### src/hdl/lptpg_pkg.sv
// Shared types, codes and lookup tables of the LED panel test pattern generator.
package lptpg_pkg;

  localparam int XW        = 10;
  localparam int CFG_W     = 11;
  localparam int CFG_IDX_W = 2;
  localparam int PAT_W     = 4;
  localparam int CHAN_W    = 8;

  localparam int ROWID_BITS  = 9;
  localparam int TEXT_H      = 20;
  localparam int DIGIT_W     = 12;
  localparam int DIGIT_PITCH = 16;
  localparam int TEXT_W1     = DIGIT_W;
  localparam int TEXT_W2     = 2 * DIGIT_W + (DIGIT_PITCH - DIGIT_W);
  localparam int TEXT_W3     = 3 * DIGIT_W + 2 * (DIGIT_PITCH - DIGIT_W);
  localparam int L_ARM       = 8;
  localparam int SQ_OFFSET   = 4;
  localparam int SQ_SIZE     = 4;
  localparam int SQ_PITCH    = 7;
  localparam int SQ_MAX      = 8;
  localparam int BCD_W       = 12;

  typedef logic [CHAN_W-1:0] chan_t;

  typedef struct packed {
    chan_t red;
    chan_t green;
    chan_t blue;
  } rgb_t;

  typedef enum logic [CFG_IDX_W-1:0] {
    REG_PATTERN = 2'd0,
    REG_WIDTH   = 2'd1,
    REG_HEIGHT  = 2'd2
  } cfg_reg_t;

  typedef enum logic [PAT_W-1:0] {
    PAT_OFF    = 4'd0,
    PAT_BARS   = 4'd1,
    PAT_GRID   = 4'd2,
    PAT_WHITE  = 4'd3,
    PAT_RED    = 4'd4,
    PAT_GREEN  = 4'd5,
    PAT_BLUE   = 4'd6,
    PAT_MAP    = 4'd7,
    PAT_ROWID  = 4'd8,
    PAT_BANDS  = 4'd9,
    PAT_CELLID = 4'd10
  } pattern_t;

  localparam rgb_t RGB_BLACK  = '{8'd0, 8'd0, 8'd0};
  localparam rgb_t RGB_WHITE  = '{8'd255, 8'd255, 8'd255};
  localparam rgb_t RGB_RED    = '{8'd255, 8'd0, 8'd0};
  localparam rgb_t RGB_GREEN  = '{8'd0, 8'd255, 8'd0};
  localparam rgb_t RGB_BLUE   = '{8'd0, 8'd0, 8'd255};
  localparam rgb_t RGB_GREY   = '{8'd64, 8'd64, 8'd64};
  localparam rgb_t RGB_BORDER = '{8'd0, 8'd200, 8'd0};

  function automatic rgb_t bar_colour(input logic [2:0] i);
    rgb_t c;
    unique case (i)
      3'd0: c = RGB_WHITE;
      3'd1: c = '{8'd255, 8'd255, 8'd0};
      3'd2: c = '{8'd0, 8'd255, 8'd255};
      3'd3: c = RGB_GREEN;
      3'd4: c = '{8'd255, 8'd0, 8'd255};
      3'd5: c = RGB_RED;
      3'd6: c = RGB_BLUE;
      default: c = RGB_BLACK;
    endcase
    return c;
  endfunction

  function automatic rgb_t cell_colour(input logic [2:0] i);
    rgb_t c;
    unique case (i)
      3'd0: c = RGB_RED;
      3'd1: c = RGB_GREEN;
      3'd2: c = RGB_BLUE;
      3'd3: c = '{8'd255, 8'd255, 8'd0};
      3'd4: c = '{8'd255, 8'd0, 8'd255};
      3'd5: c = '{8'd0, 8'd255, 8'd255};
      3'd6: c = RGB_WHITE;
      default: c = '{8'd96, 8'd96, 8'd96};
    endcase
    return c;
  endfunction

  function automatic logic [2:0] font_row(input logic [3:0] digit, input logic [2:0] row);
    logic [14:0] g;
    logic [2:0]  r;
    unique case (digit)
      4'd0: g = {3'd7, 3'd5, 3'd5, 3'd5, 3'd7};
      4'd1: g = {3'd2, 3'd6, 3'd2, 3'd2, 3'd7};
      4'd2: g = {3'd7, 3'd1, 3'd7, 3'd4, 3'd7};
      4'd3: g = {3'd7, 3'd1, 3'd7, 3'd1, 3'd7};
      4'd4: g = {3'd5, 3'd5, 3'd7, 3'd1, 3'd1};
      4'd5: g = {3'd7, 3'd4, 3'd7, 3'd1, 3'd7};
      4'd6: g = {3'd7, 3'd4, 3'd7, 3'd5, 3'd7};
      4'd7: g = {3'd7, 3'd1, 3'd1, 3'd1, 3'd1};
      4'd8: g = {3'd7, 3'd5, 3'd7, 3'd5, 3'd7};
      4'd9: g = {3'd7, 3'd5, 3'd7, 3'd1, 3'd7};
      default: g = '0;
    endcase
    unique case (row)
      3'd0: r = g[14:12];
      3'd1: r = g[11:9];
      3'd2: r = g[8:6];
      3'd3: r = g[5:3];
      3'd4: r = g[2:0];
      default: r = '0;
    endcase
    return r;
  endfunction

  function automatic logic [3:0] div7(input logic [5:0] v);
    logic [3:0] q;
    q = '0;
    for (int k = 1; k <= 9; k++) begin
      if (v >= 6'(7 * k)) q = q + 4'd1;
    end
    return q;
  endfunction

endpackage

### src/hdl/lptpg_ifs.sv
// Pixel coordinate and colour channel interfaces.
interface lptpg_pix_if;
  import lptpg_pkg::*;
  logic          valid;
  logic          ready;
  logic [XW-1:0] pixel_x;
  logic [XW-1:0] pixel_y;
  modport source (output valid, output pixel_x, output pixel_y, input ready);
  modport sink (input valid, input pixel_x, input pixel_y, output ready);
endinterface

interface lptpg_rgb_if;
  import lptpg_pkg::*;
  logic  valid;
  logic  ready;
  chan_t red;
  chan_t green;
  chan_t blue;
  modport source (output valid, output red, output green, output blue, input ready);
  modport sink (input valid, input red, input green, input blue, output ready);
endinterface

### src/hdl/lptpg_dabble.sv
// Shift-and-add-3 binary to BCD conversion over a slice of bits, modulo 1000.
module lptpg_dabble #(
  parameter int NBITS = 6
) (
  input  logic [11:0]      bcd_in,
  input  logic [NBITS-1:0] bits,
  output logic [11:0]      bcd_out
);
  logic [11:0] b;

  always_comb begin
    b = bcd_in;
    for (int i = NBITS - 1; i >= 0; i--) begin
      for (int d = 0; d < 3; d++) begin
        if (b[4*d +: 4] >= 4'd5) b[4*d +: 4] = b[4*d +: 4] + 4'd3;
      end
      b = {b[10:0], bits[i]};
    end
    bcd_out = b;
  end
endmodule

### src/hdl/led_panel_test_pattern_generator_top.sv
// Test pattern generator: one pixel coordinate in, its RGB colour out.
// Each pixel passes through six register stages, A to F, from input transfer to output valid.
// Throughput: one pixel per cycle while out_rgb.ready is high; a stalled output holds every full stage behind it.
// The reciprocal multiplies, the cell index multiply and the split decimal conversion set the stage depth.
// Reset: synchronous, active low; clears valid bits, pattern to off, canvas to 64 x 32.
module led_panel_test_pattern_generator_top #(
  parameter int CELL_WIDTH    = 64,
  parameter int CELL_HEIGHT   = 32,
  parameter int MAX_DIMENSION = 1024
) (
  input  logic                           clk,
  input  logic                           rst_n,
  input  logic                           cfg_we,
  input  logic [lptpg_pkg::CFG_IDX_W-1:0] cfg_index,
  input  logic [lptpg_pkg::CFG_W-1:0]     cfg_data,
  lptpg_pix_if.sink                      in_pix,
  lptpg_rgb_if.source                    out_rgb
);
  import lptpg_pkg::*;

  localparam int DW     = $clog2(MAX_DIMENSION + 1);
  localparam int SW     = (DW > CFG_W) ? DW : CFG_W;
  localparam int LXW    = $clog2(CELL_WIDTH);
  localparam int LYW    = $clog2(CELL_HEIGHT);
  localparam int CYM    = ((1 << XW) - 1) / CELL_HEIGHT;
  localparam int CXW    = $clog2(((1 << XW) - 1) / CELL_WIDTH + 1);
  localparam int CYW    = $clog2(CYM + 1);
  localparam int CN_MAX = (MAX_DIMENSION / CELL_WIDTH < 1) ? 1 : MAX_DIMENSION / CELL_WIDTH;
  localparam int CNW    = $clog2(CN_MAX + 1);
  localparam int IDXW   = $clog2(CYM * CN_MAX + (1 << CXW));
  localparam int NB1    = IDXW / 2;
  localparam int NB2    = IDXW - NB1;
  localparam int RX     = (1 << XW) / CELL_WIDTH;
  localparam int RY     = (1 << XW) / CELL_HEIGHT;
  localparam int RW     = (1 << SW) / CELL_WIDTH;
  localparam int TY     = (CELL_HEIGHT - TEXT_H) / 2;
  localparam int TX1    = (CELL_WIDTH - TEXT_W1) / 2;
  localparam int TX2    = (CELL_WIDTH - TEXT_W2) / 2;
  localparam int TX3    = (CELL_WIDTH - TEXT_W3) / 2;
  localparam int BY     = CELL_HEIGHT / 2 - 2;

  // configuration
  logic [PAT_W-1:0] pattern_r;
  logic [CFG_W-1:0] width_r;
  logic [CFG_W-1:0] height_r;
  logic [SW-1:0]    w_sat;
  logic [SW-1:0]    h_sat;

  always_ff @(posedge clk) begin
    if (!rst_n) begin
      pattern_r <= PAT_W'(PAT_OFF);
      width_r   <= CFG_W'(64);
      height_r  <= CFG_W'(32);
    end else if (cfg_we) begin
      unique case (cfg_index)
        REG_PATTERN: pattern_r <= cfg_data[PAT_W-1:0];
        REG_WIDTH:   width_r   <= cfg_data;
        REG_HEIGHT:  height_r  <= cfg_data;
        default: ;
      endcase
    end
  end

  assign w_sat = (SW'(width_r) > SW'(MAX_DIMENSION)) ? SW'(MAX_DIMENSION) : SW'(width_r);
  assign h_sat = (SW'(height_r) > SW'(MAX_DIMENSION)) ? SW'(MAX_DIMENSION) : SW'(height_r);

  // stage enables
  logic a_v_r, b_v_r, c_v_r, d_v_r, e_v_r, f_v_r;
  logic en_a, en_b, en_c, en_d, en_e, en_f;

  assign en_f = !f_v_r || out_rgb.ready;
  assign en_e = !e_v_r || en_f;
  assign en_d = !d_v_r || en_e;
  assign en_c = !c_v_r || en_d;
  assign en_b = !b_v_r || en_c;
  assign en_a = !a_v_r || en_b;
  assign in_pix.ready = en_a;

  always_ff @(posedge clk) begin
    if (!rst_n) begin
      a_v_r <= 1'b0;
      b_v_r <= 1'b0;
      c_v_r <= 1'b0;
      d_v_r <= 1'b0;
      e_v_r <= 1'b0;
      f_v_r <= 1'b0;
    end else begin
      if (en_a) a_v_r <= in_pix.valid;
      if (en_b) b_v_r <= a_v_r;
      if (en_c) c_v_r <= b_v_r;
      if (en_d) d_v_r <= c_v_r;
      if (en_e) e_v_r <= d_v_r;
      if (en_f) f_v_r <= e_v_r;
    end
  end

  // stage A: reciprocal multiplies
  logic [2*XW-1:0] mx, my;
  logic [2*SW-1:0] mw;
  logic [XW-1:0]   a_x_r, a_y_r;
  logic [SW-1:0]   a_w_r, a_h_r;
  logic [CXW-1:0]  a_qx_r;
  logic [CYW-1:0]  a_qy_r;
  logic [CNW-1:0]  a_qw_r;

  assign mx = (2*XW)'(in_pix.pixel_x) * (2*XW)'(RX);
  assign my = (2*XW)'(in_pix.pixel_y) * (2*XW)'(RY);
  assign mw = (2*SW)'(w_sat) * (2*SW)'(RW);

  always_ff @(posedge clk) begin
    if (en_a) begin
      a_x_r  <= in_pix.pixel_x;
      a_y_r  <= in_pix.pixel_y;
      a_w_r  <= w_sat;
      a_h_r  <= h_sat;
      a_qx_r <= CXW'(mx[2*XW-1:XW]);
      a_qy_r <= CYW'(my[2*XW-1:XW]);
      a_qw_r <= CNW'(mw[2*SW-1:SW]);
    end
  end

  // stage B: quotient correction, plain patterns
  logic [XW-1:0]  rx, ry;
  logic [SW-1:0]  rw, xr, yb;
  logic           fix_x, fix_y, fix_w;
  logic [CXW-1:0] cx_n;
  logic [CYW-1:0] cy_n;
  logic [LXW-1:0] lx_n;
  logic [LYW-1:0] ly_n;
  logic [CNW-1:0] qw, cells_n;
  logic [2:0]     bar_idx;
  logic           on_edge, on_line, m1, m2, m3;
  logic [5:0]     k1, k2, k3;
  logic [3:0]     rb;
  logic           rowid_on;
  rgb_t           grid_rgb, simple_rgb;

  always_comb begin
    rx    = a_x_r - XW'(a_qx_r * CELL_WIDTH);
    ry    = a_y_r - XW'(a_qy_r * CELL_HEIGHT);
    rw    = a_w_r - SW'(a_qw_r * CELL_WIDTH);
    fix_x = rx >= XW'(CELL_WIDTH);
    fix_y = ry >= XW'(CELL_HEIGHT);
    fix_w = rw >= SW'(CELL_WIDTH);
    cx_n  = a_qx_r + CXW'(fix_x);
    cy_n  = a_qy_r + CYW'(fix_y);
    lx_n  = fix_x ? LXW'(rx - XW'(CELL_WIDTH)) : LXW'(rx);
    ly_n  = fix_y ? LYW'(ry - XW'(CELL_HEIGHT)) : LYW'(ry);
    qw    = a_qw_r + CNW'(fix_w);
    cells_n = (qw == '0) ? CNW'(1) : qw;

    bar_idx = '0;
    for (int k = 1; k < 8; k++) begin
      if ((SW+3)'({a_x_r, 3'b000}) >= (SW+3)'(k * a_w_r)) bar_idx = bar_idx + 3'd1;
    end

    xr = a_w_r - SW'(1) - SW'(a_x_r);
    yb = a_h_r - SW'(1) - SW'(a_y_r);
    on_edge = (a_x_r == '0) || (a_y_r == '0) || (xr == '0) || (yb == '0);
    on_line = (a_x_r[2:0] == 3'd0) || (a_y_r[2:0] == 3'd0);
    m1 = (a_x_r < XW'(3)) && (a_y_r < XW'(3));
    m2 = (xr < SW'(3)) && (a_y_r < XW'(3));
    m3 = (a_x_r < XW'(3)) && (yb < SW'(3));
    k1 = {a_y_r[1:0], a_x_r[1:0], 2'b00};
    k2 = {a_y_r[1:0], xr[1:0], 2'b01};
    k3 = {yb[1:0], a_x_r[1:0], 2'b10};
    if (on_edge) grid_rgb = RGB_WHITE;
    else if (on_line) grid_rgb = RGB_GREY;
    else grid_rgb = RGB_BLACK;
    priority if (m3 && (!m2 || k3 > k2) && (!m1 || k3 > k1)) grid_rgb = RGB_BLUE;
    else if (m2 && (!m1 || k2 > k1)) grid_rgb = RGB_GREEN;
    else if (m1) grid_rgb = RGB_RED;
    else ;

    rb = div7(a_x_r[5:0]);
    rowid_on = (rb < 4'(ROWID_BITS)) && a_y_r[rb];

    unique case (pattern_r)
      PAT_OFF:   simple_rgb = RGB_BLACK;
      PAT_BARS:  simple_rgb = bar_colour(bar_idx);
      PAT_WHITE: simple_rgb = RGB_WHITE;
      PAT_RED:   simple_rgb = RGB_RED;
      PAT_GREEN: simple_rgb = RGB_GREEN;
      PAT_BLUE:  simple_rgb = RGB_BLUE;
      PAT_ROWID: simple_rgb = rowid_on ? RGB_WHITE : RGB_BLACK;
      PAT_BANDS: begin
        unique case (a_y_r[5:4])
          2'd0:    simple_rgb = RGB_RED;
          2'd1:    simple_rgb = RGB_GREEN;
          2'd2:    simple_rgb = RGB_BLUE;
          default: simple_rgb = RGB_BLACK;
        endcase
      end
      PAT_MAP, PAT_CELLID: simple_rgb = RGB_BLACK;
      default:   simple_rgb = grid_rgb;
    endcase
  end

  logic           b_inside_r, b_beyond_r;
  logic [CXW-1:0] b_cx_r;
  logic [CYW-1:0] b_cy_r;
  logic [LXW-1:0] b_lx_r;
  logic [LYW-1:0] b_ly_r;
  logic [CNW-1:0] b_cells_r;
  rgb_t           b_rgb_r;

  always_ff @(posedge clk) begin
    if (en_b) begin
      b_inside_r <= (SW'(a_x_r) < a_w_r) && (SW'(a_y_r) < a_h_r);
      b_beyond_r <= cx_n >= cells_n;
      b_cx_r     <= cx_n;
      b_cy_r     <= cy_n;
      b_lx_r     <= lx_n;
      b_ly_r     <= ly_n;
      b_cells_r  <= cells_n;
      b_rgb_r    <= simple_rgb;
    end
  end

  // stage C: cell index, cell geometry, cellid colour
  logic [LXW-1:0] sv;
  logic [3:0]     sq_q;
  logic [5:0]     sq_r;
  logic           sq_on, l_on;
  rgb_t           cell_rgb;

  always_comb begin
    sv    = b_lx_r - LXW'(SQ_OFFSET);
    sq_q  = div7(sv[5:0]);
    sq_r  = sv[5:0] - 6'(sq_q * SQ_PITCH);
    sq_on = (b_lx_r >= LXW'(SQ_OFFSET)) && (sv < LXW'(SQ_PITCH * SQ_MAX))
          && (b_ly_r >= LYW'(BY)) && (b_ly_r < LYW'(BY + SQ_SIZE))
          && (sq_r < 6'(SQ_SIZE)) && (CYW'(sq_q) <= b_cy_r || sq_q <= 4'(b_cy_r));
    l_on  = ((b_ly_r == '0) && (b_lx_r < LXW'(L_ARM)))
          || ((b_lx_r == '0) && (b_ly_r < LYW'(L_ARM)));
    cell_rgb = (sq_on || l_on) ? RGB_BLACK : cell_colour(3'(b_cx_r));
  end

  logic            c_inside_r, c_beyond_r, c_corner_r, c_border_r, c_tyhit_r;
  logic [IDXW-1:0] c_idx_r;
  logic [LXW-1:0]  c_lx_r;
  logic [4:0]      c_dy_r;
  rgb_t            c_cell_rgb_r, c_rgb_r;

  always_ff @(posedge clk) begin
    if (en_c) begin
      c_inside_r   <= b_inside_r;
      c_beyond_r   <= b_beyond_r;
      c_idx_r      <= IDXW'(b_cy_r) * IDXW'(b_cells_r) + IDXW'(b_cx_r);
      c_corner_r   <= (b_lx_r == '0) && (b_ly_r == '0);
      c_border_r   <= (b_lx_r == '0) || (b_ly_r == '0)
                   || (b_lx_r == LXW'(CELL_WIDTH - 1)) || (b_ly_r == LYW'(CELL_HEIGHT - 1));
      c_tyhit_r    <= (b_ly_r >= LYW'(TY)) && (b_ly_r < LYW'(TY + TEXT_H));
      c_dy_r       <= 5'(b_ly_r - LYW'(TY));
      c_lx_r       <= b_lx_r;
      c_cell_rgb_r <= cell_rgb;
      c_rgb_r      <= b_rgb_r;
    end
  end

  // stage D: text placement, upper half of decimal conversion
  logic [1:0]       nd;
  logic [LXW-1:0]   tx, dx;
  logic [11:0]      bcd_d;
  logic             txt_n;

  always_comb begin
    if (c_idx_r >= IDXW'(100)) begin
      nd = 2'd3;
      tx = LXW'(TX3);
    end else if (c_idx_r >= IDXW'(10)) begin
      nd = 2'd2;
      tx = LXW'(TX2);
    end else begin
      nd = 2'd1;
      tx = LXW'(TX1);
    end
    dx    = c_lx_r - tx;
    txt_n = c_tyhit_r && (c_lx_r >= tx) && (dx[LXW-1:4] < (LXW-4)'(nd))
          && (dx[3:0] < 4'(DIGIT_W));
  end

  lptpg_dabble #(.NBITS(NB1)) u_dabble_hi (
    .bcd_in  (12'd0),
    .bits    (c_idx_r[IDXW-1 -: NB1]),
    .bcd_out (bcd_d)
  );

  logic            d_inside_r, d_beyond_r, d_corner_r, d_border_r, d_txt_r;
  logic [NB2-1:0]  d_low_r;
  logic [11:0]     d_bcd_r;
  logic [1:0]      d_place_r, d_col_r;
  logic [2:0]      d_row_r;
  rgb_t            d_cell_rgb_r, d_rgb_r;

  always_ff @(posedge clk) begin
    if (en_d) begin
      d_inside_r   <= c_inside_r;
      d_beyond_r   <= c_beyond_r;
      d_corner_r   <= c_corner_r;
      d_border_r   <= c_border_r;
      d_txt_r      <= txt_n;
      d_low_r      <= c_idx_r[NB2-1:0];
      d_bcd_r      <= bcd_d;
      d_place_r    <= nd - 2'd1 - dx[5:4];
      d_col_r      <= dx[3:2];
      d_row_r      <= c_dy_r[4:2];
      d_cell_rgb_r <= c_cell_rgb_r;
      d_rgb_r      <= c_rgb_r;
    end
  end

  // stage E: lower half of decimal conversion
  logic [11:0] bcd_e;

  lptpg_dabble #(.NBITS(NB2)) u_dabble_lo (
    .bcd_in  (d_bcd_r),
    .bits    (d_low_r),
    .bcd_out (bcd_e)
  );

  logic        e_inside_r, e_beyond_r, e_corner_r, e_border_r, e_txt_r;
  logic [11:0] e_bcd_r;
  logic [1:0]  e_place_r, e_col_r;
  logic [2:0]  e_row_r;
  rgb_t        e_cell_rgb_r, e_rgb_r;

  always_ff @(posedge clk) begin
    if (en_e) begin
      e_inside_r   <= d_inside_r;
      e_beyond_r   <= d_beyond_r;
      e_corner_r   <= d_corner_r;
      e_border_r   <= d_border_r;
      e_txt_r      <= d_txt_r;
      e_bcd_r      <= bcd_e;
      e_place_r    <= d_place_r;
      e_col_r      <= d_col_r;
      e_row_r      <= d_row_r;
      e_cell_rgb_r <= d_cell_rgb_r;
      e_rgb_r      <= d_rgb_r;
    end
  end

  // stage F: glyph lookup and final selection
  logic [3:0] digit;
  logic [2:0] glyph;
  logic       glyph_on;
  rgb_t       final_rgb, f_rgb_r;

  always_comb begin
    unique case (e_place_r)
      2'd2:    digit = e_bcd_r[11:8];
      2'd1:    digit = e_bcd_r[7:4];
      default: digit = e_bcd_r[3:0];
    endcase
    glyph    = font_row(digit, e_row_r);
    glyph_on = e_txt_r && ((glyph & (3'b100 >> e_col_r)) != 3'd0);
    priority if (!e_inside_r) final_rgb = RGB_BLACK;
    else if (pattern_r == PAT_W'(PAT_MAP)) begin
      priority if (e_beyond_r) final_rgb = RGB_BLACK;
      else if (glyph_on) final_rgb = RGB_WHITE;
      else if (e_corner_r) final_rgb = RGB_RED;
      else if (e_border_r) final_rgb = RGB_BORDER;
      else final_rgb = RGB_BLACK;
    end else if (pattern_r == PAT_W'(PAT_CELLID)) begin
      final_rgb = e_beyond_r ? RGB_BLACK : e_cell_rgb_r;
    end else begin
      final_rgb = e_rgb_r;
    end
  end

  always_ff @(posedge clk) begin
    if (en_f) f_rgb_r <= final_rgb;
  end

  assign out_rgb.valid = f_v_r;
  assign out_rgb.red   = f_rgb_r.red;
  assign out_rgb.green = f_rgb_r.green;
  assign out_rgb.blue  = f_rgb_r.blue;

  a_offset_in_cell: assert property (@(posedge clk) disable iff (!rst_n)
    a_v_r |-> (lx_n < LXW'(CELL_WIDTH - 1) || lx_n == LXW'(CELL_WIDTH - 1))
           && (ly_n < LYW'(CELL_HEIGHT - 1) || ly_n == LYW'(CELL_HEIGHT - 1)))
    else $error("cell offset out of range after correction");

  a_bcd_digits: assert property (@(posedge clk) disable iff (!rst_n)
    e_v_r |-> (e_bcd_r[3:0] <= 4'd9) && (e_bcd_r[7:4] <= 4'd9) && (e_bcd_r[11:8] <= 4'd9))
    else $error("decimal digit out of range");

  a_stall_holds: assert property (@(posedge clk) disable iff (!rst_n)
    (e_v_r && !en_e) |=> (e_v_r && $stable(e_bcd_r) && $stable(e_rgb_r)))
    else $error("stalled stage lost its item");

endmodule
### src/flat_wrapper.sv
// flat-port wrapper written by rule: the top's interface ports become plain ports
module led_panel_test_pattern_generator_top_flat import lptpg_pkg::*;
#(
  parameter int CELL_WIDTH    = 64,
  parameter int CELL_HEIGHT   = 32,
  parameter int MAX_DIMENSION = 1024
)
  (clk, rst_n, cfg_we, cfg_index, cfg_data, in_pix_valid, in_pix_pixel_x, in_pix_pixel_y, in_pix_ready, out_rgb_valid, out_rgb_red, out_rgb_green, out_rgb_blue, out_rgb_ready);
  lptpg_pix_if in_pix_i ();
  lptpg_rgb_if out_rgb_i ();
  input  logic clk;
  input  logic rst_n;
  input  logic cfg_we;
  input  logic [lptpg_pkg::CFG_IDX_W-1:0] cfg_index;
  input  logic [lptpg_pkg::CFG_W-1:0] cfg_data;
  input wire logic [$bits(in_pix_i.valid)-1:0] in_pix_valid;
  input wire logic [$bits(in_pix_i.pixel_x)-1:0] in_pix_pixel_x;
  input wire logic [$bits(in_pix_i.pixel_y)-1:0] in_pix_pixel_y;
  output wire logic [$bits(in_pix_i.ready)-1:0] in_pix_ready;
  output wire logic [$bits(out_rgb_i.valid)-1:0] out_rgb_valid;
  output wire logic [$bits(out_rgb_i.red)-1:0] out_rgb_red;
  output wire logic [$bits(out_rgb_i.green)-1:0] out_rgb_green;
  output wire logic [$bits(out_rgb_i.blue)-1:0] out_rgb_blue;
  input wire logic [$bits(out_rgb_i.ready)-1:0] out_rgb_ready;
  assign in_pix_i.valid = in_pix_valid;
  assign in_pix_i.pixel_x = in_pix_pixel_x;
  assign in_pix_i.pixel_y = in_pix_pixel_y;
  assign in_pix_ready = in_pix_i.ready;
  assign out_rgb_valid = out_rgb_i.valid;
  assign out_rgb_red = out_rgb_i.red;
  assign out_rgb_green = out_rgb_i.green;
  assign out_rgb_blue = out_rgb_i.blue;
  assign out_rgb_i.ready = out_rgb_ready;
  led_panel_test_pattern_generator_top #(.CELL_WIDTH(CELL_WIDTH), .CELL_HEIGHT(CELL_HEIGHT), .MAX_DIMENSION(MAX_DIMENSION)) u_core (.clk(clk), .rst_n(rst_n), .cfg_we(cfg_we), .cfg_index(cfg_index), .cfg_data(cfg_data), .in_pix(in_pix_i), .out_rgb(out_rgb_i));
endmodule
### config.mk
export PLATFORM = sky130hd
export DESIGN_NAME = led_panel_test_pattern_generator_top_flat
export DESIGN_NICKNAME = d
export VERILOG_FILES = /design/src/hdl/lptpg_pkg.sv /design/src/hdl/lptpg_ifs.sv /design/src/hdl/lptpg_dabble.sv /design/src/hdl/led_panel_test_pattern_generator_top.sv /design/src/flat_wrapper.sv
export SDC_FILE = /design/constraint.sdc
export NUM_CORES = 1
export LEC_CHECK = 0
export BUFFER_PORTS_ARGS = -buffer_cell sky130_fd_sc_hd__buf_2
export CAP_MARGIN = 30
export CORE_AREA = 2 2 227 229
export DETAILED_ROUTE_END_ITERATION = 10
export DIE_AREA = 0 0 229 231
export SLEW_MARGIN = 20
export SYNTH_ARGS = -nofsm -noshare
export SYNTH_HDL_FRONTEND = slang
export SYNTH_SLANG_ARGS = --single-unit
### constraint.sdc
create_clock -name clk -period 11.1 [get_ports clk]
set_clock_uncertainty 0.05 [all_clocks]
set_input_delay 0.555 -clock clk [delete_from_list [all_inputs] [get_ports clk]]
set_output_delay 0.555 -clock clk [all_outputs]
set_load 0.02 [all_outputs]
Yosys cells after proc, flatten, opt, wreduce, memory -nomap -nowiden:

Memory sizes are Yosys's and may differ from the RTL's.
Index checks and enable logic that the tools add are counted.

* memory bits (writable): 0
* word-level logic and storage cells: 400
* memories: 1
* output and inout port bits: 26
* register bits: 380
* memory bits (read-only): 240
* latch bits: 0

* add/sub/neg operators: 62
* muxes and demuxes: 74
* bitwise operators: 1
* multiply operators: 6
* magnitude comparators: 79
* equality and inequality tests: 33
* shift-type cells: 1
* reduce and logical (&&, ||, !) cells: 68
* divide/modulo/power cells: 0

Memory list
* (no name shown): words 16, width 15, read ports 1, clocked after memory_dff 0, wr ports 0, line lptpg_pkg.sv:93 `unique case (digit)`

Operators by type and width (number)
* 24-bit one-hot mux with 7 select lines: 2
* 24-bit two-way mux: 11
* 24-bit one-hot mux with 8 select lines: 1
* 4-bit two-way mux: 30
* 4-bit by 3-bit greater-or-equal comparator with 1-bit output, second input constant: 18
* 24-bit one-hot mux with 3 select lines: 1
* 6-bit greater-or-equal comparator, second input constant: 10
* 4-bit by 1-bit adder with 4-bit output, second input constant: 14
* 4-bit by 2-bit adder with 4-bit output, second input constant: 13
* 13-bit by 14-bit greater-or-equal comparator with 1-bit output: 3
* 3-bit two-way mux: 13
* 3-bit by 11-bit multiplier with 14-bit output, first input constant: 2
* 13-bit greater-or-equal comparator: 2
* 2-bit by 11-bit multiplier with 13-bit output, first input constant: 2
* 6-bit by 5-bit greater-or-equal comparator with 1-bit output, second input constant: 4
* 23-bit two-way mux: 1
* 11-bit greater-than comparator, second input constant: 2
* 11-bit zero test: 2
* 10-bit by 11-bit less-than comparator with 1-bit output: 2
* 11-bit by 2-bit less-than comparator with 1-bit output, second input constant: 2
* 11-bit by 1-bit subtractor with 11-bit output, second input constant: 2
* 11-bit by 10-bit subtractor with 11-bit output: 2
* 3-bit == test, second input constant: 7
* 1-bit logical AND: 21
* 77 further kinds: 157

Logic depth before layout (Yosys ltp):

Gate-level depths: netlist of run 1.

* depth in word-level cells: 25
* depth in mapped cells: 38

Hierarchy:

From an unflattened synthesis of run 1, not the netlist that was laid out.

* cell total of the unflattened synthesis: 2196
* area, all modules: 20918.8 µm²

By module, submodules not included
* led_panel_test_pattern_generator_top: instances 1, area each 17205.3 µm², cells each 1667, seq. area each 6526.3 µm²
* lptpg_dabble at u_core.u_dabble_lo: instances 1, area each 2154.6 µm², cells each 302, seq. area each 0.0 µm²
* lptpg_dabble at u_core.u_dabble_hi: instances 1, area each 1559.0 µm², cells each 227, seq. area each 0.0 µm²

Worst setup path before layout of run 1:

No wires, ideal clock.

* path type: reg2reg
* start point: register u_core.b_lx_r[2]
* end point: register u_core.c_cell_rgb_r[22] in the netlist's numbering, data pin
* stages on the path, launching flop included: 38
* data arrival time: 7.618 ns
* required time: 10.783 ns
* setup slack: 3.165 ns
* clock period less this slack: 7.935 ns
* library setup time: 0.267 ns
* cell sequence: edfxtp_1 inv_1 ha_1 clkbuf_1 nor3_1 o21ai_0 nand2_1 inv_1 ha_1 clkbuf_1 inv_1 xnor2_1 ha_1 and2_1 a21o_1 o21ai_0 ha_1 mux2i_1 (+2 left out) a32o_1 inv_1 ha_1 xor2_1 nor3_1 nor3_1 ha_1 xnor2_1 fa_1 inv_1 ha_1 xor2_1 a2111o_1 o21ai_1 o211ai_1 nor4b_1 a211o_2 a211oi_2

* longest elaborated chain between the ends: 25
* elaborated cells on any way between the ends: 46
* those cells by class: add/sub (10); mul (1); order compare (15); mux (9); reduce/logical (11)

Ends and longest elaborated chain
* from (decl): line led_panel_test_pattern_generator_top.sv:202 `logic [LXW-1:0] b_lx_r;`
* from (signal assigned): line led_panel_test_pattern_generator_top.sv:213 `b_lx_r <= lx_n;`
* 6-bit by 3-bit subtractor with 6-bit output: line led_panel_test_pattern_generator_top.sv:228 `sv = b_lx_r - LXW'(SQ_OFFSET);`
* 6-bit by 3-bit greater-or-equal comparator with 1-bit output: line lptpg_pkg.sv:121 `if (v >= 6'(7 * k)) q = q + 4'd1;`
* 1-bit two-way mux: line lptpg_pkg.sv:121
* 1-bit by 1-bit adder with 2-bit output: line lptpg_pkg.sv:121
* 4-bit two-way mux: line lptpg_pkg.sv:121
* 4-bit by 1-bit adder with 4-bit output: line lptpg_pkg.sv:121
* 4-bit two-way mux: line lptpg_pkg.sv:121
* 4-bit by 1-bit adder with 4-bit output: line lptpg_pkg.sv:121
* (+8 left out)
* 4-bit two-way mux: line lptpg_pkg.sv:121
* 4-bit by 1-bit adder with 4-bit output: line lptpg_pkg.sv:121
* 4-bit two-way mux: line lptpg_pkg.sv:121
* 4-bit by 3-bit multiplier with 6-bit output: line led_panel_test_pattern_generator_top.sv:230 `sq_r = sv[5:0] - 6'(sq_q * SQ_PITCH);`
* 6-bit subtractor: line led_panel_test_pattern_generator_top.sv:230
* 6-bit by 3-bit less-than comparator with 1-bit output: line led_panel_test_pattern_generator_top.sv:233 `&& (sq_r < 6'(SQ_SIZE)) && (CYW'(sq_q) <= b_cy_r || sq_q <= 4'(b_cy_r));`
* 1-bit logical AND (2 in a row): line led_panel_test_pattern_generator_top.sv:233
* 1-bit logical OR *: line led_panel_test_pattern_generator_top.sv:236 `cell_rgb = (sq_on || l_on) ? RGB_BLACK : cell_colour(3'(b_cx_r));`
* to (signal assigned): line led_panel_test_pattern_generator_top.sv:256 `c_cell_rgb_r <= cell_rgb;`
* to (decl): line led_panel_test_pattern_generator_top.sv:243 `rgb_t c_cell_rgb_r, c_rgb_r;`

Mark *: on every way between the ends. The rest lies on a longest branch, timed or not.
A chain may end at the register's enable or synchronous reset.

Worst setup path in the final report of run 1:

Ends and elaborated chain as after synthesis.

==> flow_summary.ini, run 1 <==
[run_status]
status = completed

[placed_design]
count_of_input_and_output_buffers = 63
place_inst = 2430
pre_cts_ws_ns = 2.35
finalWeightedCongestion = 0.861
dp_hpwl_mm = 28.8
dpl_cell_area_um2 = 18400

[setup_path]
cp_slowest_cell = sky130_fd_sc_hd__edfxtp_1
cp_class = reg2reg
crit_arrival_ns = 9.03
required_ns = 11.32
ff2ff_setup_slack_ns = 2.29
critical_path.max_stage_delay_ns = 0.66
r2r_cells = 35
path_max_fanout = 13
worst_path_most_repeated_cell = sky130_fd_sc_hd__ha_1
end_kind = register
category_of_the_worst_setup_path_launch_point = register

[route]
post_route_ant_nets = 0
met2RoutedLength_mm = 17.6
detail_route.wirelength.met1_mm = 17.7
drc = 0
dr_total_vias = 12400
met3_length_mm = 1.36
dr.first_iter.drc_count = 744
detail_route.first_pass.iterations = 5
drt-vias-per-instance = 5.02
maxUsedRoutingLayer = met4
mean_routed_wirelength_per_cell_um = 15.2
routed_wl_mm = 37.7

[floorplanning]
top_level_ports = 64
die_wd_um = 229
starting_density_of_the_core_pct = 34.4
dieArea_um2 = 52900
die_h_um = 231
rows = 83
floorplan_core_area_um2 = 50700

[timing]
portion_of_the_clock_cycle_consumed_by_the_worst_path_in_the_final_layout_pct = 79.4
timing.slew.headroom_pct = 40.8
report.final.hold_viol_count = 0
worst_pin_slew_ns = 0.886
fmax_ghz = 0.114
worst_hold_margin_ns = 0.139
totalNegativeSetupSlack_ns = 0
maxSlewViolCount = 0
grt_setup_unrepaired = no
timing.final.ws_setup_ns = 2.29
final_setup_violating_endpoints = 0
final.min_clock_period_ns = 8.81

[layout]
layout-drive-gt1-share_pct = 8.24
final-instance-count-excl-fill = 2477
final_common_cell = sky130_fd_sc_hd__ha_1
ff_latch_area_um2 = 6290
finish.net_count = 2098
layout-area-overhead-vs-synth_pct = 10.9
n_fill_cell = 4984
area_occupied_by_multi_input_gates_um2 = 10300
design_area_um2 = 19300
layout.cells.most_common_list = 253 x sky130_fd_sc_hd__ha_1, 188 x sky130_fd_sc_hd__edfxtp_1, 171 x sky130_fd_sc_hd__inv_1

[min_path]
hp-class = in2reg
whs_path_depth = 1

[clock_tree]
cts-root-buf = sky130_fd_sc_hd__clkbuf_16
cts.path.max_buffers = 3
worstSkewPairLatency_ns = 0.54
ctsResizeCount = 0
cts_post_setup_buffers_inserted = 0
cts.clk_slew.worst_paths_ns = 0.06
clock_sinks = 220
cts_tree = built
cts_max_level = 1
cts-hold-fix-buffers = 0
numCtsBuffers = 25

[grt]
via_count_of_the_first_global_routing_pass = 12400
track_usage_pct = 14.3
antenna_found_initial = 0
maximum_number_of_pins_on_one_net_before_global_route_repair = 44
grt_remaining_overflow = 0
grt_first_pass_wirelength_mm = 62.3

[synthesis]
post_synthesis_net_count = 2042
post_synth_inst_count = 1721
synth_edf_count = 188
yosys_warnings = 0
synth_flop_cell = sky130_fd_sc_hd__edfxtp_1
ys_seq_elements = 220
seq_area_frac_synth_pct = 36.1
postSynth.asyncResetShare_pct = 0
synthesis.area_per_instance_um2 = 10.1
synth_cell_type_count = 94
synth.cell_area_um2 = 17400

[power_and_ir_drop]
power_per_cell_area_nw_per_um2 = 163
vdd.ir_drop.worst_mv = 0.104
cellLeakagePower_nw = 8.75

[flow_run]
timing.max_cap.violations = 0
path summary, 6_finish.rpt:
path / start / end
min reg2reg: u_core.b_rgb_r[5] / u_core.c_rgb_r[5]
max: u_core.b_lx_r[2] / u_core.c_cell_rgb_r[22]
max reg2reg: u_core.b_lx_r[2] / u_core.c_cell_rgb_r[22]
min: in_pix_pixel_x[6] / u_core.a_qx_r[0]
routing by layer:
metal  track usage (%)  vias to the layer above
li1                  -                     6277
met1              18.8                     5893
met2              24.7                      224
met3              1.87                       52
met4              3.90                        0
met5                 0                        -
flip-flops by register name, summed over array words and instances, names as in the netlist, 9 cells and up:
| register | cells |
|---|---|
| u_core.e_bcd_r | 11 |
| u_core.height_r | 11 |
| u_core.c_idx_r | 9 |
| u_core.width_r | 11 |
| u_core.a_h_r | 11 |
cell type report:
class	instances	share of cell area, %
timing repair buffer	74	2.06
inverter	173	3.36
clock buffer	34	3.68
antenna	1	0.0130
tap	680	4.41
clock inverter	12	0.816
multi-input combinational	1283	53.1
sequential	220	32.5
critical path: cells and delay by family (launching register included):
family          cells  cell delay, ns
compound gates     10            1.83
xor+xnor            5            0.79
fa+ha+maj           8            3.09
buf+inv             5            0.55
flops               1            0.66
mux                 1            0.15
simple gates        6            1.43
cell usage after synthesis (all sizes together), types with 26 or more instances:
cell type / instances / area share [%]
nor2b: 71 / 2.6
o21bai: 26 / 1.1
dfxtp: 32 / 3.7
mux2i: 48 / 2.8
nand3: 36 / 1.0
a21o: 38 / 1.6
edfxtp: 188 / 32
o21ai: 75 / 2.2
nand2: 115 / 2.5
o21a: 29 / 1.2
ha: 253 / 18
inv: 172 / 3.7
xnor2: 71 / 3.8
xor2: 29 / 1.5
a21oi: 126 / 3.6
fa: 30 / 3.4
nor2: 80 / 1.7
clkbuf: 26 / 0.56
report_power, final:
group          switching, W  internal [W]
clock network      0.000335      0.000523
registers         0.0000676       0.00102
logic              0.000681      0.000527
total               0.00108       0.00207
kinds of logic after synthesis:
group	synth area share, %
XOR/XNOR	5.64
AO/OA/AOI/OAI	15.4
buffers and inverters	5.05
AND/OR/NAND/NOR	12.7
multiplexers	3.47
adder cells (fa/ha/maj)	21.6
flip-flops	36.1
metrics by stage:
stage	power [W]	utilization, %
final	0.00316	38.1
after global routing	0.00340	38.1
after CTS	0.00319	38.1
after detailed placement	0.00231	36.4
after global placement	0.00225	36.4
after floorplan	0.00204	-
No activity file was read; power rests on OpenSTA's default activity.
==> run 2, diff against run 1 <==
Clock period 11.1 ns to 9.04 ns, I/O delays scaled along.
==> flow_summary.ini, run 2 (synthesis results as in run 1) <==
[run_status]
status = completed

[route]
routed_wl_mm = 37.9
post_route_ant_nets = 0
drt-vias-per-instance = 5.09
dr_total_vias = 12600
dr.first_iter.drc_count = 626
drc = 0
detail_route.first_pass.iterations = 5
mean_routed_wirelength_per_cell_um = 15.3

[placed_design]
finalWeightedCongestion = 0.865
count_of_input_and_output_buffers = 63
dp_hpwl_mm = 29.3
place_inst = 2431

[grt]
antenna_found_initial = 0
via_count_of_the_first_global_routing_pass = 12400
grt_first_pass_wirelength_mm = 62.3
maximum_number_of_pins_on_one_net_before_global_route_repair = 45
grt_remaining_overflow = 0
track_usage_pct = 14.3

[clock_tree]
numCtsBuffers = 26
cts-root-buf = sky130_fd_sc_hd__clkbuf_16
clock_sinks = 220
cts-hold-fix-buffers = 0
cts.clk_slew.worst_paths_ns = 0.06
cts_max_level = 1
cts.path.max_buffers = 3
cts_tree = built
worstSkewPairLatency_ns = 0.54

[setup_path]
crit_arrival_ns = 8.56
critical_path.max_stage_delay_ns = 0.53
critical_path.reg2reg.startpoint = u_core.b_lx_r[3]
cp_class = reg2reg
path_max_fanout = 13
cp_slowest_cell = sky130_fd_sc_hd__edfxtp_1
required_ns = 9.27
crit_start = u_core.b_lx_r[3]
end_kind = register
category_of_the_worst_setup_path_launch_point = register

[power_and_ir_drop]
vdd.ir_drop.worst_mv = 0.131
cellLeakagePower_nw = 8.75
power_per_cell_area_nw_per_um2 = 199
fin_total_pwr_w = 0.00385

[layout]
layout.cells.most_common_list = 251 x sky130_fd_sc_hd__ha_1, 188 x sky130_fd_sc_hd__edfxtp_1, 171 x sky130_fd_sc_hd__inv_1
finish.net_count = 2100
final-instance-count-excl-fill = 2477
final_common_cell = sky130_fd_sc_hd__ha_1
layout-drive-gt1-share_pct = 8.46
layout-area-overhead-vs-synth_pct = 10.9

[timing]
timing.slew.headroom_pct = 41.5
fmax_ghz = 0.120
worst_pin_slew_ns = 0.876
portion_of_the_clock_cycle_consumed_by_the_worst_path_in_the_final_layout_pct = 92.1
maxSlewViolCount = 0
final.min_clock_period_ns = 8.33
worst_hold_margin_ns = 0.0336
report.final.hold_viol_count = 0
final_setup_violating_endpoints = 0
totalNegativeSetupSlack_ns = 0
grt_setup_unrepaired = no

[flow_run]
timing.max_cap.violations = 0

[min_path]
timing.hold.worst.start = in_pix_pixel_x[1]
hp-class = in2reg

[floorplanning]
floorplan_core_area_um2 = 50700
starting_density_of_the_core_pct = 34.4
top_level_ports = 64
die_h_um = 231
rows = 83
die_wd_um = 229
dieArea_um2 = 52900
## run 2: path summary, 6_finish.rpt
check / slack, ns / cells after the start / to
setup reg to reg: 0.71 / 35 / u_core.c_cell_rgb_r[22]
hold / removal: 0.03 / 1 / u_core.a_x_r[1]
hold reg to reg: 0.37 / 0 / u_core.c_inside_r
setup / recovery: 0.71 / 35 / u_core.c_cell_rgb_r[22]
## run 2: layout make-up
type                    instances  area (µm²)
fillers                      5018       31400
multi-input cells            1283       10300
flip-flops and latches        220        6290
well taps                     680         851
clock buffers                  32         683
inverters                     173         649
repair buffers                 75         405
clock inverters                13         146
diodes                          1        2.50
## run 2: routing by layer
layer / track usage (%) / up-vias / wire (µm)
met2: 24.8 / 260 / 17700
li1: - / 6285 / -
met4: 3.92 / 0 / 1020
met1: 18.7 / 5995 / 17500
met5: 0 / - / 0
met3: 2.05 / 65 / 1570
## run 2: what timing repair did
action / 4_1_cts / 5_1_grt
buffers inserted: 0 / 0
gates resized for setup: 0 / 6
setup endpoints to repair: 0 / 6
## run 2: where the power goes
part | internal, W | total (W) | switching (W)
logic | 0.000655 | 0.00150 | 0.000848
registers | 0.00125 | 0.00134 | 0.0000841
clock network | 0.000598 | 0.00101 | 0.000411
## run 2: critical path, delay by kind of cell, from the launching register on
kind,cells,cell delay [ns]
buf+inv,4,0.49
simple gates,9,1.33
fa+ha+maj,8,3.03
xor+xnor,4,0.66
compound gates,10,1.94
flops,1,0.53
## run 2: metrics by stage
step                      setup slack (ns)  util [%]  cell area [µm²]
after floorplan                       1.11         -            17400
after global placement               0.763      36.4            18400
after detailed placement             0.507      36.4            18400
after CTS                            0.478      38.0            19300
after global routing                0.0906      38.1            19300
final                                0.712      38.1            19300
